## src/rtl/itf_pkg.sv

```systemverilog
// ----------------------------------------------------------------------------
// itf_pkg: shared definitions for the integer-to-text formatter
// Constants, flag bit positions, controller/datapath interface structs and
// the digit-to-ASCII mapping.
// ----------------------------------------------------------------------------
package itf_pkg;

  localparam int VALUE_BITS_DEF = 32;
  localparam int MAX_FIELD_DEF  = 60;

  // longest text emitted for one item
  localparam int MAX_OUT        = 64;
  // width of the layout arithmetic (field lengths, boundaries)
  localparam int LEN_W          = 8;
  // quotient bits produced per divider cycle
  localparam int DIV_RADIX_BITS = 4;

  localparam logic [5:0] BASE_MIN       = 6'd2;
  localparam logic [5:0] BASE_MAX       = 6'd36;
  localparam logic [5:0] BASE_OCT       = 6'd8;
  localparam logic [5:0] BASE_HEX       = 6'd16;
  localparam logic [5:0] PREFIX_X_DIGIT = 6'd33;

  // format_flags bit positions
  localparam int FLAG_ZERO   = 0;
  localparam int FLAG_SIGNED = 1;
  localparam int FLAG_PLUS   = 2;
  localparam int FLAG_SPACE  = 3;
  localparam int FLAG_LEFT   = 4;
  localparam int FLAG_PREFIX = 5;
  localparam int FLAG_LOWER  = 6;

  localparam logic [7:0] CHAR_SPACE = 8'h20;
  localparam logic [7:0] CHAR_PLUS  = 8'h2B;
  localparam logic [7:0] CHAR_MINUS = 8'h2D;
  localparam logic [7:0] CHAR_ZERO  = 8'h30;
  localparam logic [7:0] CHAR_UPPER = 8'h41;
  localparam logic [7:0] CHAR_LOWER = 8'h61;
  localparam logic [7:0] CHAR_NUL   = 8'h00;

  typedef struct packed {
    logic load;      // capture a new item
    logic div_step;  // advance the digit divider
    logic layout;    // compute segment boundaries
    logic emit;      // issue the next character position
    logic emit_bad;  // issue the single bad-base result
  } itf_cmd_t;

  typedef struct packed {
    logic bad_base;   // captured base outside 2..36
    logic div_last;   // this divider cycle finishes a digit
    logic quot_zero;  // quotient after this digit is zero
    logic emit_last;  // current position is the final character
  } itf_status_t;

  // digit value 0..35 to ASCII
  function automatic logic [7:0] digit_char(input logic [5:0] d, input logic lower);
    logic [7:0] alpha;
    alpha = lower ? CHAR_LOWER : CHAR_UPPER;
    if (d < 6'd10) begin
      digit_char = CHAR_ZERO + {2'b00, d};
    end else begin
      digit_char = alpha + {2'b00, d} - 8'd10;
    end
  endfunction

endpackage

```

## src/rtl/itf_ctrl.sv

```systemverilog
// ----------------------------------------------------------------------------
// itf_ctrl: sequencing controller for the integer-to-text formatter
// Steps through capture, base check, digit extraction, layout and emission.
// ----------------------------------------------------------------------------
module itf_ctrl
  import itf_pkg::*;
(
  input  logic        clk_i,
  input  logic        rst_ni,
  input  logic        start_i,
  output logic        busy_o,
  output itf_cmd_t    cmd_o,
  input  itf_status_t status_i
);

  localparam logic [2:0] ST_IDLE   = 3'd0;
  localparam logic [2:0] ST_CHECK  = 3'd1;
  localparam logic [2:0] ST_DIV    = 3'd2;
  localparam logic [2:0] ST_LAYOUT = 3'd3;
  localparam logic [2:0] ST_EMIT   = 3'd4;
  localparam logic [2:0] ST_DRAIN  = 3'd5;

  logic [2:0] state_q, state_d;

  always_comb begin
    state_d = state_q;
    cmd_o   = '0;
    case (state_q)
      ST_IDLE: begin
        if (start_i) begin
          cmd_o.load = 1'b1;
          state_d    = ST_CHECK;
        end
      end
      ST_CHECK: begin
        if (status_i.bad_base) begin
          cmd_o.emit_bad = 1'b1;
          state_d        = ST_DRAIN;
        end else begin
          state_d = ST_DIV;
        end
      end
      ST_DIV: begin
        cmd_o.div_step = 1'b1;
        if (status_i.div_last && status_i.quot_zero) begin
          state_d = ST_LAYOUT;
        end
      end
      ST_LAYOUT: begin
        cmd_o.layout = 1'b1;
        state_d      = ST_EMIT;
      end
      ST_EMIT: begin
        cmd_o.emit = 1'b1;
        if (status_i.emit_last) begin
          state_d = ST_DRAIN;
        end
      end
      ST_DRAIN: begin
        // last character still in the two-stage output pipe
        state_d = ST_IDLE;
      end
      default: begin
        state_d = ST_IDLE;
      end
    endcase
  end

  always_ff @(posedge clk_i or negedge rst_ni) begin
    if (!rst_ni) begin
      state_q <= ST_IDLE;
    end else begin
      state_q <= state_d;
    end
  end

  assign busy_o = (state_q != ST_IDLE);

  a_load_only_idle: assert property (@(posedge clk_i) disable iff (!rst_ni)
    cmd_o.load |-> state_q == ST_IDLE && start_i)
    else $error("load issued outside idle");

  a_emit_then_drain: assert property (@(posedge clk_i) disable iff (!rst_ni)
    cmd_o.emit && status_i.emit_last |=> state_q == ST_DRAIN && !cmd_o.emit)
    else $error("emission continued past last character");

  a_one_cmd: assert property (@(posedge clk_i) disable iff (!rst_ni)
    $onehot0(cmd_o))
    else $error("more than one datapath command");

endmodule

```

## src/rtl/itf_datapath.sv

```systemverilog
// ----------------------------------------------------------------------------
// itf_datapath: datapath of the integer-to-text formatter
// Input capture, radix-16 digit divider, digit memory, layout and the
// two-stage character output pipe.
// ----------------------------------------------------------------------------
module itf_datapath
  import itf_pkg::*;
#(
  parameter int VALUE_BITS = VALUE_BITS_DEF,
  parameter int MAX_FIELD  = MAX_FIELD_DEF
) (
  input  logic        clk_i,
  input  logic        rst_ni,
  input  itf_cmd_t    cmd_i,
  output itf_status_t status_o,
  input  logic [31:0] value_i,
  input  logic [5:0]  base_i,
  input  logic [5:0]  width_i,
  input  logic [5:0]  precision_i,
  input  logic [6:0]  format_flags_i,
  output logic        valid_o,
  output logic [7:0]  character_o,
  output logic        last_o,
  output logic        bad_base_o
);

  localparam int DIV_CYC = (VALUE_BITS + DIV_RADIX_BITS - 1) / DIV_RADIX_BITS;
  localparam int QW      = DIV_CYC * DIV_RADIX_BITS;
  localparam int SW      = $clog2(DIV_CYC);
  localparam int AW      = $clog2(VALUE_BITS);
  localparam int NDW     = $clog2(VALUE_BITS + 1);
  localparam int KW      = $clog2(MAX_OUT);

  localparam logic [2:0] SEL_SPACE = 3'd0;
  localparam logic [2:0] SEL_SIGN  = 3'd1;
  localparam logic [2:0] SEL_ZERO  = 3'd2;
  localparam logic [2:0] SEL_XCHAR = 3'd3;
  localparam logic [2:0] SEL_DIGIT = 3'd4;
  localparam logic [2:0] SEL_BAD   = 3'd5;

  // captured item
  logic [5:0]   base_q, size_q, prec_q;
  logic [6:0]   flags_q;
  logic         neg_q;
  // divider
  logic [QW-1:0] work_q, work_next;
  logic [5:0]    rem_q, rem_next;
  logic [SW-1:0] step_q;
  logic [NDW-1:0] nd_q;
  // layout boundaries
  logic [LEN_W-1:0] b1_q, b2_q, b3_q, b5_q, b6_q, len_q;
  logic [LEN_W-1:0] b1_d, b2_d, b3_d, b5_d, b6_d, len_d;
  logic [KW-1:0]    k_q;
  // output pipe
  logic         a_valid_q, a_last_q;
  logic [2:0]   a_sel_q, sel_d;
  logic [5:0]   rdata_q;
  logic         out_valid_q, out_last_q, out_bad_q;
  logic [7:0]   out_char_q, char_d;

  logic [5:0]   digit_mem [VALUE_BITS];
  logic [AW-1:0] rd_addr;
  logic [LEN_W-1:0] kk, dig_idx;

  logic [VALUE_BITS-1:0] num, mag;
  logic                  is_neg;
  logic                  div_last, emit_last;

  // ---------------- capture ----------------
  assign num    = VALUE_BITS'(value_i);
  assign is_neg = format_flags_i[FLAG_SIGNED] & num[VALUE_BITS-1];
  assign mag    = is_neg ? (VALUE_BITS'(0) - num) : num;

  // ---------------- divider: DIV_RADIX_BITS quotient bits per cycle ------
  always_comb begin
    logic [DIV_RADIX_BITS-1:0] bits, qbits;
    logic [6:0] trial;
    logic [5:0] r;
    bits  = work_q[QW-1 -: DIV_RADIX_BITS];
    r     = rem_q;
    qbits = '0;
    for (int i = DIV_RADIX_BITS - 1; i >= 0; i--) begin
      trial = {r, bits[i]};
      if (trial >= {1'b0, base_q}) begin
        r        = 6'(trial - {1'b0, base_q});
        qbits[i] = 1'b1;
      end else begin
        r = trial[5:0];
      end
    end
    rem_next  = r;
    work_next = {work_q[QW-DIV_RADIX_BITS-1:0], qbits};
  end

  assign div_last = (step_q == SW'(DIV_CYC - 1));

  // ---------------- layout ----------------
  always_comb begin
    logic             zero_eff, left, s_en, pfx8, pfx16;
    logic [LEN_W-1:0] size0, size1, size2, precp, nd_w, padn, plen, lead, zpad, trail;
    logic [LEN_W-1:0] b4, total;
    left     = flags_q[FLAG_LEFT];
    zero_eff = flags_q[FLAG_ZERO];  // left already cleared it at capture
    s_en     = neg_q | flags_q[FLAG_PLUS] | flags_q[FLAG_SPACE];
    pfx16    = flags_q[FLAG_PREFIX] && (base_q == BASE_HEX);
    pfx8     = flags_q[FLAG_PREFIX] && (base_q == BASE_OCT);
    size0    = LEN_W'(size_q);
    nd_w     = LEN_W'(nd_q);
    size1    = (s_en && size0 != '0) ? size0 - 1'b1 : size0;
    if (pfx16) begin
      size2 = (size1 >= LEN_W'(2)) ? size1 - LEN_W'(2) : size1;
      plen  = LEN_W'(2);
    end else if (pfx8) begin
      size2 = (size1 != '0) ? size1 - 1'b1 : size1;
      plen  = LEN_W'(1);
    end else begin
      size2 = size1;
      plen  = '0;
    end
    precp = (nd_w > LEN_W'(prec_q)) ? nd_w : LEN_W'(prec_q);
    padn  = (size2 > precp) ? size2 - precp : '0;
    lead  = (!zero_eff && !left) ? padn : '0;
    zpad  = zero_eff ? padn : '0;
    trail = left ? padn : '0;
    b1_d  = lead;
    b2_d  = b1_d + LEN_W'(s_en);
    b3_d  = b2_d + plen;
    b4    = b3_d + zpad;
    b5_d  = b4 + (precp - nd_w);
    b6_d  = b4 + precp;
    total = b6_d + trail;
    len_d = (total > LEN_W'(MAX_OUT)) ? LEN_W'(MAX_OUT) : total;
  end

  // ---------------- character selection (stage A) ----------------
  assign kk        = LEN_W'(k_q);
  assign emit_last = (kk == len_q - 1'b1);
  assign dig_idx   = b6_q - 1'b1 - kk;
  assign rd_addr   = dig_idx[AW-1:0];

  always_comb begin
    if (kk < b1_q) begin
      sel_d = SEL_SPACE;
    end else if (kk < b2_q) begin
      sel_d = SEL_SIGN;
    end else if (kk < b3_q) begin
      sel_d = (kk == b2_q) ? SEL_ZERO : SEL_XCHAR;
    end else if (kk < b5_q) begin
      sel_d = SEL_ZERO;
    end else if (kk < b6_q) begin
      sel_d = SEL_DIGIT;
    end else begin
      sel_d = SEL_SPACE;
    end
  end

  // ---------------- character forming (stage B) ----------------
  always_comb begin
    case (a_sel_q)
      SEL_SPACE: char_d = CHAR_SPACE;
      SEL_SIGN:  char_d = neg_q ? CHAR_MINUS
                        : (flags_q[FLAG_PLUS] ? CHAR_PLUS : CHAR_SPACE);
      SEL_ZERO:  char_d = CHAR_ZERO;
      SEL_XCHAR: char_d = digit_char(PREFIX_X_DIGIT, flags_q[FLAG_LOWER]);
      SEL_DIGIT: char_d = digit_char(rdata_q, flags_q[FLAG_LOWER]);
      SEL_BAD:   char_d = CHAR_NUL;
      default:   char_d = CHAR_NUL;
    endcase
  end

  // ---------------- control registers ----------------
  always_ff @(posedge clk_i or negedge rst_ni) begin
    if (!rst_ni) begin
      step_q      <= '0;
      nd_q        <= '0;
      k_q         <= '0;
      a_valid_q   <= 1'b0;
      out_valid_q <= 1'b0;
    end else begin
      if (cmd_i.load) begin
        step_q <= '0;
        nd_q   <= '0;
      end else if (cmd_i.div_step) begin
        if (div_last) begin
          step_q <= '0;
          nd_q   <= nd_q + 1'b1;
        end else begin
          step_q <= step_q + 1'b1;
        end
      end
      if (cmd_i.layout) begin
        k_q <= '0;
      end else if (cmd_i.emit) begin
        k_q <= k_q + 1'b1;
      end
      a_valid_q   <= cmd_i.emit | cmd_i.emit_bad;
      out_valid_q <= a_valid_q;
    end
  end

  // ---------------- payload registers ----------------
  always_ff @(posedge clk_i) begin
    if (cmd_i.load) begin
      base_q  <= base_i;
      size_q  <= (width_i > 6'(MAX_FIELD)) ? 6'(MAX_FIELD) : width_i;
      prec_q  <= (precision_i > 6'(MAX_FIELD)) ? 6'(MAX_FIELD) : precision_i;
      flags_q <= format_flags_i & ~(7'(format_flags_i[FLAG_LEFT]) << FLAG_ZERO);
      neg_q   <= is_neg;
      work_q  <= QW'(mag);
      rem_q   <= '0;
    end else if (cmd_i.div_step) begin
      work_q <= work_next;
      rem_q  <= div_last ? 6'd0 : rem_next;
    end
    if (cmd_i.layout) begin
      b1_q  <= b1_d;
      b2_q  <= b2_d;
      b3_q  <= b3_d;
      b5_q  <= b5_d;
      b6_q  <= b6_d;
      len_q <= len_d;
    end
    a_sel_q    <= cmd_i.emit_bad ? SEL_BAD : sel_d;
    a_last_q   <= cmd_i.emit_bad | emit_last;
    out_char_q <= char_d;
    out_last_q <= a_last_q;
    out_bad_q  <= (a_sel_q == SEL_BAD);
  end

  // ---------------- digit memory ----------------
  always_ff @(posedge clk_i) begin
    if (cmd_i.div_step && div_last) begin
      digit_mem[nd_q[AW-1:0]] <= rem_next;
    end
  end

  always_ff @(posedge clk_i) begin
    rdata_q <= digit_mem[rd_addr];
  end

  assign status_o.bad_base  = (base_q < BASE_MIN) || (base_q > BASE_MAX);
  assign status_o.div_last  = div_last;
  assign status_o.quot_zero = (work_next == '0);
  assign status_o.emit_last = emit_last;

  assign valid_o     = out_valid_q;
  assign character_o = out_char_q;
  assign last_o      = out_last_q;
  assign bad_base_o  = out_bad_q;

  a_bad_is_last: assert property (@(posedge clk_i) disable iff (!rst_ni)
    out_valid_q && out_bad_q |-> out_last_q)
    else $error("bad-base result without last");

  a_digit_below_base: assert property (@(posedge clk_i) disable iff (!rst_ni)
    cmd_i.div_step && div_last |-> rem_next < base_q && nd_q < NDW'(VALUE_BITS))
    else $error("digit out of range or digit store overflow");

  a_pos_in_text: assert property (@(posedge clk_i) disable iff (!rst_ni)
    cmd_i.emit |-> kk < len_q)
    else $error("character position past text length");

endmodule

```

## src/rtl/integer_to_text_formatter.sv

```systemverilog
// ----------------------------------------------------------------------------
// integer_to_text_formatter: printf-style integer to ASCII text
// Converts one integer in base 2..36 with width, precision and format flags
// into a stream of characters, one per strobe, the final one marked last.
// ----------------------------------------------------------------------------
//
//  channel   | handshake              | payload
//  ----------+------------------------+----------------------------------------
//  input     | start_i, busy_o        | value_i, base_i, width_i, precision_i,
//            |                        | format_flags_i
//  result    | valid_o (1-cycle)      | character_o, last_o, bad_base_o
//
//  An item is taken when start_i is high and busy_o is low; busy_o falls at
//  the edge that puts the last character on the result ports, so that strobe
//  comes in the first idle cycle.
//  The digit divider retires 4 quotient bits per cycle and passes over the
//  whole quotient register for each digit; emission then runs one
//  character per cycle. A bad base yields one result with bad_base_o set.
//  Reset (rst_ni low, asynchronous) returns the controller to idle and drops
//  any pending strobe. The receiver cannot stall: each result is valid for
//  exactly one cycle.
//
module integer_to_text_formatter
  import itf_pkg::*;
#(
  parameter int VALUE_BITS = VALUE_BITS_DEF,
  parameter int MAX_FIELD  = MAX_FIELD_DEF
) (
  input  logic        clk_i,
  input  logic        rst_ni,
  input  logic        start_i,
  output logic        busy_o,
  input  logic [31:0] value_i,
  input  logic [5:0]  base_i,
  input  logic [5:0]  width_i,
  input  logic [5:0]  precision_i,
  input  logic [6:0]  format_flags_i,
  output logic        valid_o,
  output logic [7:0]  character_o,
  output logic        last_o,
  output logic        bad_base_o
);

  itf_cmd_t    cmd;
  itf_status_t status;

  // sequencer: capture, check, divide, layout, emit, drain
  itf_ctrl u_ctrl (
    .clk_i    (clk_i),
    .rst_ni   (rst_ni),
    .start_i  (start_i),
    .busy_o   (busy_o),
    .cmd_o    (cmd),
    .status_i (status)
  );

  // divider, digit store and character pipe
  itf_datapath #(
    .VALUE_BITS (VALUE_BITS),
    .MAX_FIELD  (MAX_FIELD)
  ) u_datapath (
    .clk_i          (clk_i),
    .rst_ni         (rst_ni),
    .cmd_i          (cmd),
    .status_o       (status),
    .value_i        (value_i),
    .base_i         (base_i),
    .width_i        (width_i),
    .precision_i    (precision_i),
    .format_flags_i (format_flags_i),
    .valid_o        (valid_o),
    .character_o    (character_o),
    .last_o         (last_o),
    .bad_base_o     (bad_base_o)
  );

  // no result strobe may follow a last character in the very next cycle
  a_gap_after_last: assert property (@(posedge clk_i) disable iff (!rst_ni)
    valid_o && last_o |=> !valid_o)
    else $error("result strobe right after last character");

  // every accepted item makes the block busy
  a_busy_after_start: assert property (@(posedge clk_i) disable iff (!rst_ni)
    start_i && !busy_o |=> busy_o)
    else $error("item accepted but block not busy");

  // no results appear while idle except the tail of the previous item
  a_no_strobe_idle: assert property (@(posedge clk_i) disable iff (!rst_ni)
    !busy_o && !$past(busy_o) && !$past(busy_o, 2) |-> !valid_o)
    else $error("result strobe without an item in flight");

endmodule

```

## config.mk

```make
export PLATFORM = sky130hd
export DESIGN_NAME = integer_to_text_formatter
export DESIGN_NICKNAME = d
export VERILOG_FILES = /design/src/rtl/itf_pkg.sv /design/src/rtl/itf_ctrl.sv /design/src/rtl/itf_datapath.sv /design/src/rtl/integer_to_text_formatter.sv
export SDC_FILE = /design/constraint.sdc
export NUM_CORES = 1
export LEC_CHECK = 0
export ABC_AREA = 1
export BUFFER_PORTS_ARGS = -buffer_cell sky130_fd_sc_hd__clkbuf_2
export CAP_MARGIN = 15
export CORE_ASPECT_RATIO = 0.7
export CORE_MARGIN = 2
export CORE_UTILIZATION = 60
export CTS_CLUSTER_SIZE = 16
export DETAILED_ROUTE_END_ITERATION = 10
export PLACE_DENSITY = 0.78
export SLEW_MARGIN = 5
export SYNTH_ARGS = -nofsm -noshare
export SYNTH_HDL_FRONTEND = slang
export SYNTH_SLANG_ARGS = --single-unit
```

## constraint.sdc

```tcl
create_clock -name clk_i -period 10.1 [get_ports clk_i]
set_clock_uncertainty 0.15 [all_clocks]
set_input_delay 2.02 -clock clk_i [delete_from_list [all_inputs] [get_ports clk_i]]
set_output_delay 2.02 -clock clk_i [all_outputs]
set_load 0.02 [all_outputs]
```

## Word-level counts from Yosys, hierarchy flattened

Memories as Yosys holds them, arrays and structs flattened. A register that Yosys moved wholly into a read port is not among the register bits.
Cells that the tools add are included.

| operators by class | value |
|---|---|
| muxes and demuxes | 57 |
| bitwise operators | 7 |
| add/subtract/negate cells | 27 |
| equality and inequality tests | 17 |
| order comparisons | 18 |
| reductions and logical operators | 21 |

Operators by type and width:

| kind | count |
|---|---|
| 32-bit two-way mux | 3 |
| 8-bit two-way mux | 12 |
| 6-bit two-way mux | 12 |
| 8-bit adder | 5 |
| 6-bit by 8-bit < comparator with 1-bit output | 5 |
| 8-bit one-hot mux with 5 select lines | 1 |
| 3-bit two-way mux | 12 |
| 32-bit zero test | 1 |
| 1-bit by 32-bit subtractor with 32-bit output, first input constant | 1 |
| 7-bit by 6-bit >= comparator with 1-bit output | 4 |
| 6-bit subtractor | 4 |
| 6-bit > comparator, second input constant | 3 |
| 6-bit by 8-bit == test with 1-bit output | 2 |
| 8-bit by 1-bit subtractor with 8-bit output, second input constant | 2 |
| 8-bit by 4-bit subtractor with 8-bit output, second input constant | 2 |
| 1-bit two-way mux | 15 |
| 3-bit one-hot mux with 5 select lines | 1 |
| 6-bit by 1-bit adder with 6-bit output, second input constant | 2 |
| 3-bit by 2-bit == test with 1-bit output, second input constant | 4 |
| 3-bit == test, second input constant | 4 |
| 8-bit by 1-bit adder with 8-bit output | 1 |
| 8-bit by 6-bit adder with 8-bit output | 1 |
| 8-bit by 6-bit adder with 8-bit output, second input constant | 1 |
| 8-bit by 2-bit >= comparator with 1-bit output, second input constant | 1 |
| other kinds (34) | 48 |

| storage, ports and cells | value |
|---|---|
| memories | 1 |
| logic and storage cells | 173 |
| output and inout bits | 12 |
| RAM bits | 192 |
| flip-flop bits (word level) | 146 |

Memories:

| name | words | width | rd ports | clocked after memory_dff | wr ports | RTL line | source |
|---|---|---|---|---|---|---|---|
| u_datapath.digit_mem | 32 | 6 | 1 | 1 | 1 | itf_datapath.sv:61 | `logic [5:0] digit_mem [VALUE_BITS];` |

## Logic depth before layout (Yosys ltp)

| logic depth | value |
|---|---|
| depth after elaboration | 17 |
| gate-level depth with buffers | 57 |

## Hierarchy

A second synthesis with hierarchy kept.

| unflattened totals | value |
|---|---|
| cells, all modules | 2,005 |
| area total of the unflattened synthesis | 19,363.6 um2 |

By module, submodules not included:

| module | instances | cells each | area each (um2) | sequential area each (um2) |
|---|---|---|---|---|
| itf_datapath | 1 | 1,974 | 19,163.4 | 9,864.5 |
| itf_ctrl | 1 | 31 | 200.2 | 75.1 |

## Worst setup path before layout

OpenSTA, ideal clock, no wires.

| timing path | value |
|---|---|
| path kind | reg2reg |
| start point | reg u_datapath.base_q[2] |
| end point | mem u_datapath.digit_mem[0][2] (data pin) |
| setup slack | 2.211 ns |
| buffers on the path | 0 |
| cell stages (with the launch flop) | 43 |
| required time | 9.485 ns |
| arrival time | 7.274 ns |
| cell sequence | edfxtp_1 inv_1 ha_1 nand3_1 nand2_1 a21oi_1 o21bai_1 nand2_1 nand2_1 inv_1 o21ai_0 ha_1 nand2_1 o21ai_0 nand2_1 nand2_1 a21oi_1 o41ai_1 (+7 left out) nor2_1 nor2_1 nor2_1 a311oi_1 nand2_1 nand2_1 o21ai_0 ha_1 nand3_1 nand2_1 a21oi_1 o21bai_1 nand2_1 nand2_1 a31oi_1 nand2_1 clkinv_1 o21ai_0 |

| on the way | value |
|---|---|
| longest elaborated chain between the ends | 8 |

RTL lines:

| item | RTL line | source |
|---|---|---|
| from (decl) | itf_datapath.sv:42 | `logic [5:0] base_q, size_q, prec_q;` |
| from (signal assigned) | itf_datapath.sv:204 | `base_q <= base_i;` |
| 6-bit subtractor or 7-bit by 6-bit >= comparator with 1-bit output (tied branches) | itf_datapath.sv:85, itf_datapath.sv:84 |  |
| 6-bit two-way mux | itf_datapath.sv:84 | `if (trial >= {1'b0, base_q}) begin` |
| 6-bit subtractor or 7-bit by 6-bit >= comparator with 1-bit output (tied branches) | itf_datapath.sv:85, itf_datapath.sv:84 |  |
| 6-bit two-way mux | itf_datapath.sv:84 |  |
| 7-bit by 6-bit >= comparator with 1-bit output or 6-bit subtractor (tied branches) | itf_datapath.sv:84, itf_datapath.sv:85 |  |
| 6-bit two-way mux | itf_datapath.sv:84 |  |
| 6-bit subtractor or 7-bit by 6-bit >= comparator with 1-bit output (tied branches) | itf_datapath.sv:85, itf_datapath.sv:84 |  |
| 6-bit two-way mux * | itf_datapath.sv:84 |  |
| net u_datapath.rem_next[2] | itf_datapath.sv:47 | `logic [5:0] rem_q, rem_next;` |
| to (decl) | itf_datapath.sv:61 |  |

Mark *: on every way through the listed nets, which the timed path passes. The rest lies on a longest branch.

## Worst setup path after layout

| timing path | value |
|---|---|
| start point | reg u_datapath.neg_q |
| end point | reg u_datapath.len_q[4] (data pin) |

| on the way | value |
|---|---|
| longest elaborated chain between the ends | 17 |

RTL lines:

| item | RTL line | source |
|---|---|---|
| from (decl) | itf_datapath.sv:44 | `logic neg_q;` |
| from (signal assigned) | itf_datapath.sv:208 | `neg_q <= is_neg;` |
| 1-bit OR * (2 in a row) | itf_datapath.sv:104 | `s_en = neg_q \| flags_q[FLAG_PLUS] \| flags_q[FLAG_SPACE];` |
| 1-bit logical AND * | itf_datapath.sv:109 | `size1 = (s_en && size0 != '0) ? size0 - 1'b1 : size0;` |
| 8-bit two-way mux * | itf_datapath.sv:109 |  |
| 8-bit by 1-bit subtractor with 8-bit output or 8-bit nonzero test (tied branches) | itf_datapath.sv:114 | `size2 = (size1 != '0) ? size1 - 1'b1 : size1;` |
| 8-bit two-way mux | itf_datapath.sv:114 |  |
| 8-bit two-way mux | itf_datapath.sv:113 | `end else if (pfx8) begin` |
| 8-bit two-way mux * | itf_datapath.sv:110 | `if (pfx16) begin` |
| 8-bit subtractor or 8-bit > comparator (tied branches) | itf_datapath.sv:121 | `padn = (size2 > precp) ? size2 - precp : '0;` |
| (+2 left out) | -- |  |
| net u_datapath.b1_d[0] | itf_datapath.sv:52 | `logic [LEN_W-1:0] b1_d, b2_d, b3_d, b5_d, b6_d, len_d;` |
| (+1 left out) | -- |  |
| net u_datapath.b2_d[1] | itf_datapath.sv:52 |  |
| 8-bit adder * | itf_datapath.sv:127 | `b3_d = b2_d + plen;` |
| net u_datapath.b3_d[2] | itf_datapath.sv:52 |  |
| 8-bit adder * | itf_datapath.sv:128 | `b4 = b3_d + zpad;` |
| 8-bit adder * | itf_datapath.sv:130 | `b6_d = b4 + precp;` |
| net u_datapath.b6_d[3] | itf_datapath.sv:52 |  |
| 8-bit adder * | itf_datapath.sv:131 | `total = b6_d + trail;` |
| 8-bit by 7-bit > comparator with 1-bit output | itf_datapath.sv:132 | `len_d = (total > LEN_W'(MAX_OUT)) ? LEN_W'(MAX_OUT) : total;` |
| to (signal assigned) | itf_datapath.sv:221 | `len_q <= len_d;` |
| to (decl) | itf_datapath.sv:51 | `logic [LEN_W-1:0] b1_q, b2_q, b3_q, b5_q, b6_q, len_q;` |

Marks and branches as above.
A chain may end at the register's enable or synchronous reset.

==> results.md <==
* Outcome: finished, final reports clean
* Clk_lat worst skew at 0.52 ns
* CTS Buf Count at 34
* Fin crit period at between 8 and 9 ns
* Startpoint types: register
* #FFs+latches synth at approximately 340
* DRT iter0 DRCs at between 1500 and 2000
* Nets@finish at 2224
* DP Cell Count at ~2400
* CP Data Arrival Time at ~9.1 ns
* Drt total wl at roughly 45 mm
* Post-synthesis async set-or-reset flop share at 5.83%
* Setup TNS at 0 ns
* Max-slew violations at 0
* Count of cell types in the netlist at between 50 and 60
* Slew @ Worst Pin at 1.04 ns
* Post-route cell area at 0.0212 sq mm
* N_diodes at 0
* Critical-path top delay cell: fa_1
* Worst min-delay path class: reg2reg
* Synth top cells by count: edfxtp_1, nor2_1, nand2_1, inv_1, o21ai_0
* Vias in the first global route at ~14000
* Layout cell share with drive strength beyond 1 at roughly 11%
* Post-Place Setup Slack at roughly 1.0 ns
* CTS Sinks at between 300 and 400
* Mapped Avg Cell Area at between 9 and 10 sq um
* RSZ-0062 raised after global routing: false
* CTS-repair resized insts at 0
* Fmax at 112 MHz
* Ports at 72
* Global-route wire length before repair at ~72 mm
* Final hold vios at 0
* Yosys Warn Count at 0
* Most frequent cell after synthesis: edfxtp_1
* Crit path required time at slightly above 10 ns
* Vias per cell at about 6
* Final Non-Filler Cells at 2469
* Die area at 0.0335 sq mm
* Max-slew headroom at 30.8%
* Synth Cell Area at around 0.019 sq mm
* Wire per inst at 18.2 um
* ANT nets after route at 0
* Final setup vio count at 0
* Hold Path Stages at 0
* Placed cell areas at 0.0200 sq mm
* Hold Buf Count CTS at 0
* Post-CTS Setup Bufs at 0
* DRC violations left at 0
* FP Rows at 54
* Yosys top cell area share at between 40% and 50%
* Via total after detailed routing at between 10000 and 15000
* HPWL Detailed at roughly 32 mm
* Final WS setup at between 1 and 1.5 ns
* DIE WIDTH at approximately 220 um
* Primary FF master, synth: edfxtp_1
* Post-synth EDFFs at 297
* CP max stage delay at about 0.48 ns
* Setup crit end kind: register
* Number of max-cap violations at 0
* Area Growth Syn to Fin at 10.1%
* Initial DRT Pass Iterations at 6
* Most used cell, CP: nand2_1
* Mapped Cells at roughly 2000
* H-tree depth at 2
* Crit Path Category: reg2reg
* Total nets after synthesis at about 2200
* Die height at about 150 um
* Largest net degree at the start of global routing at 98
* CTS tree: done
* Root buf cell: clkbuf_16
* GR Overflow Total at 0
* Core footprint at 0.0314 sq mm
* Top cells by area, synth: edfxtp_1, ha_1, nor2_1, nand2_1, inv_1
* Initial Util at around three fifths
* Worst-path clk slew at 0.06 ns
* Port bufs at 71
* All-Layer GR Usage at around 27%
* Final period util at 88.5%
* Leading area contributor after synthesis: edfxtp_1
* Initial antenna violation count at 0
* GP Congestion at about 0.9
* Worst-case clock buffer depth at 3
* Sequential fraction of the synthesis area at 51.7%
* Worst-path fanout max at 15
* Worst reg-to-reg setup slack at approximately 1.2 ns
* Worst reg2reg path depth at 47
==> metrics by stage <==
stage | utilization, % | hold slack (ns)
after CTS | 67.5 | 0.180
after global placement | 63.9 | 0.164
final | 67.5 | 0.179
after floorplan | - | 0.160
after detailed placement | 63.9 | 0.165
after global routing | 67.5 | 0.183
==> worst paths after layout <==
path | start | to
setup / recovery | u_datapath.neg_q$_DFFE_PP_ | u_datapath.len_q[4]$_SDFFCE_PN0N_
hold / removal | u_datapath.a_last_q$_DFF_P_ | u_datapath.last_o$_DFF_P_
setup reg to reg | u_datapath.neg_q$_DFFE_PP_ | u_datapath.len_q[4]$_SDFFCE_PN0N_
hold reg to reg | u_datapath.a_last_q$_DFF_P_ | u_datapath.last_o$_DFF_P_
max in group asynchronous | rst_ni | u_datapath.nd_q[0]$_DFFE_PN0P_
min in group asynchronous | rst_ni | u_datapath.k_q[0]$_DFFE_PN0N_
==> cell families (layout without fill, tap and decap cells) <==
kind of cell / after synthesis / count (layout) / share of synthesized area, %
compound gates: 347 / 347 / 10.9
xor+xnor: 93 / 93 / 4.28
fa+ha+maj: 139 / 139 / 9.71
buf+inv: 306 / 395 / 6.07
flops: 343 / 343 / 51.7
mux: 12 / 12 / 0.703
other cells: 1 / 1 / 0.0195
simple gates: 719 / 719 / 16.6
==> metal layers <==
metal	wire, um	share of wire (%)	track usage (%)	vias up
met5	0	0	0	-
met4	963	2.1	7.09	0
met1	20500	46	41.4	6752
li1	-	-	-	6883
met3	4470	9.9	5.56	85
met2	19100	42	39.7	690
==> critical path: cells and delay by family (launching register included) <==
kind / cells / cell delay (ns)
AOI/OAI and AO/OA: 8 / 1.63
xor gates and xnor gates: 4 / 0.83
adders and majority gates: 8 / 2.70
buffers and inverters: 7 / 0.71
DFF: 1 / 0.44
and+or+nand+nor: 20 / 2.23
==> cells in the final DEF (no fill, tap or decap), drive strengths merged, types with 49 or more instances in the layout <==
| cell | count |
|---|---|
| edfxtp | 297 |
| nor2 | 296 |
| nand2 | 272 |
| inv | 244 |
| o21ai | 157 |
| ha | 122 |
| clkbuf | 113 |
| a21oi | 79 |
| nand3 | 78 |
| xor2 | 62 |
| o32ai | 49 |
==> flip-flops by register name, indices dropped and copies added (netlist names), 8 cells and up <==
register / flops
u_datapath.b5_q: 8
u_datapath.digit_mem: 192
u_datapath.work_q: 32
u_datapath.len_q: 8
u_datapath.b1_q: 8
u_datapath.character_o: 8
u_datapath.b3_q: 8
u_datapath.b6_q: 8
u_datapath.b2_q: 8
==> area by class of cell <==
| type | count | area [sq um] |
|---|---|---|
| well taps | 420 | 526 |
| fillers | 2390 | 10200 |
| clock buffers | 41 | 940 |
| inverters | 248 | 933 |
| flip-flops and latches | 343 | 9940 |
| multi-input cells | 1311 | 8160 |
| repair buffers | 87 | 473 |
| clock inverters | 19 | 186 |
Power is left out: the tool's default activity adds up to more than one toggle a clock period on the data nets, which glitch-free logic cannot reach.
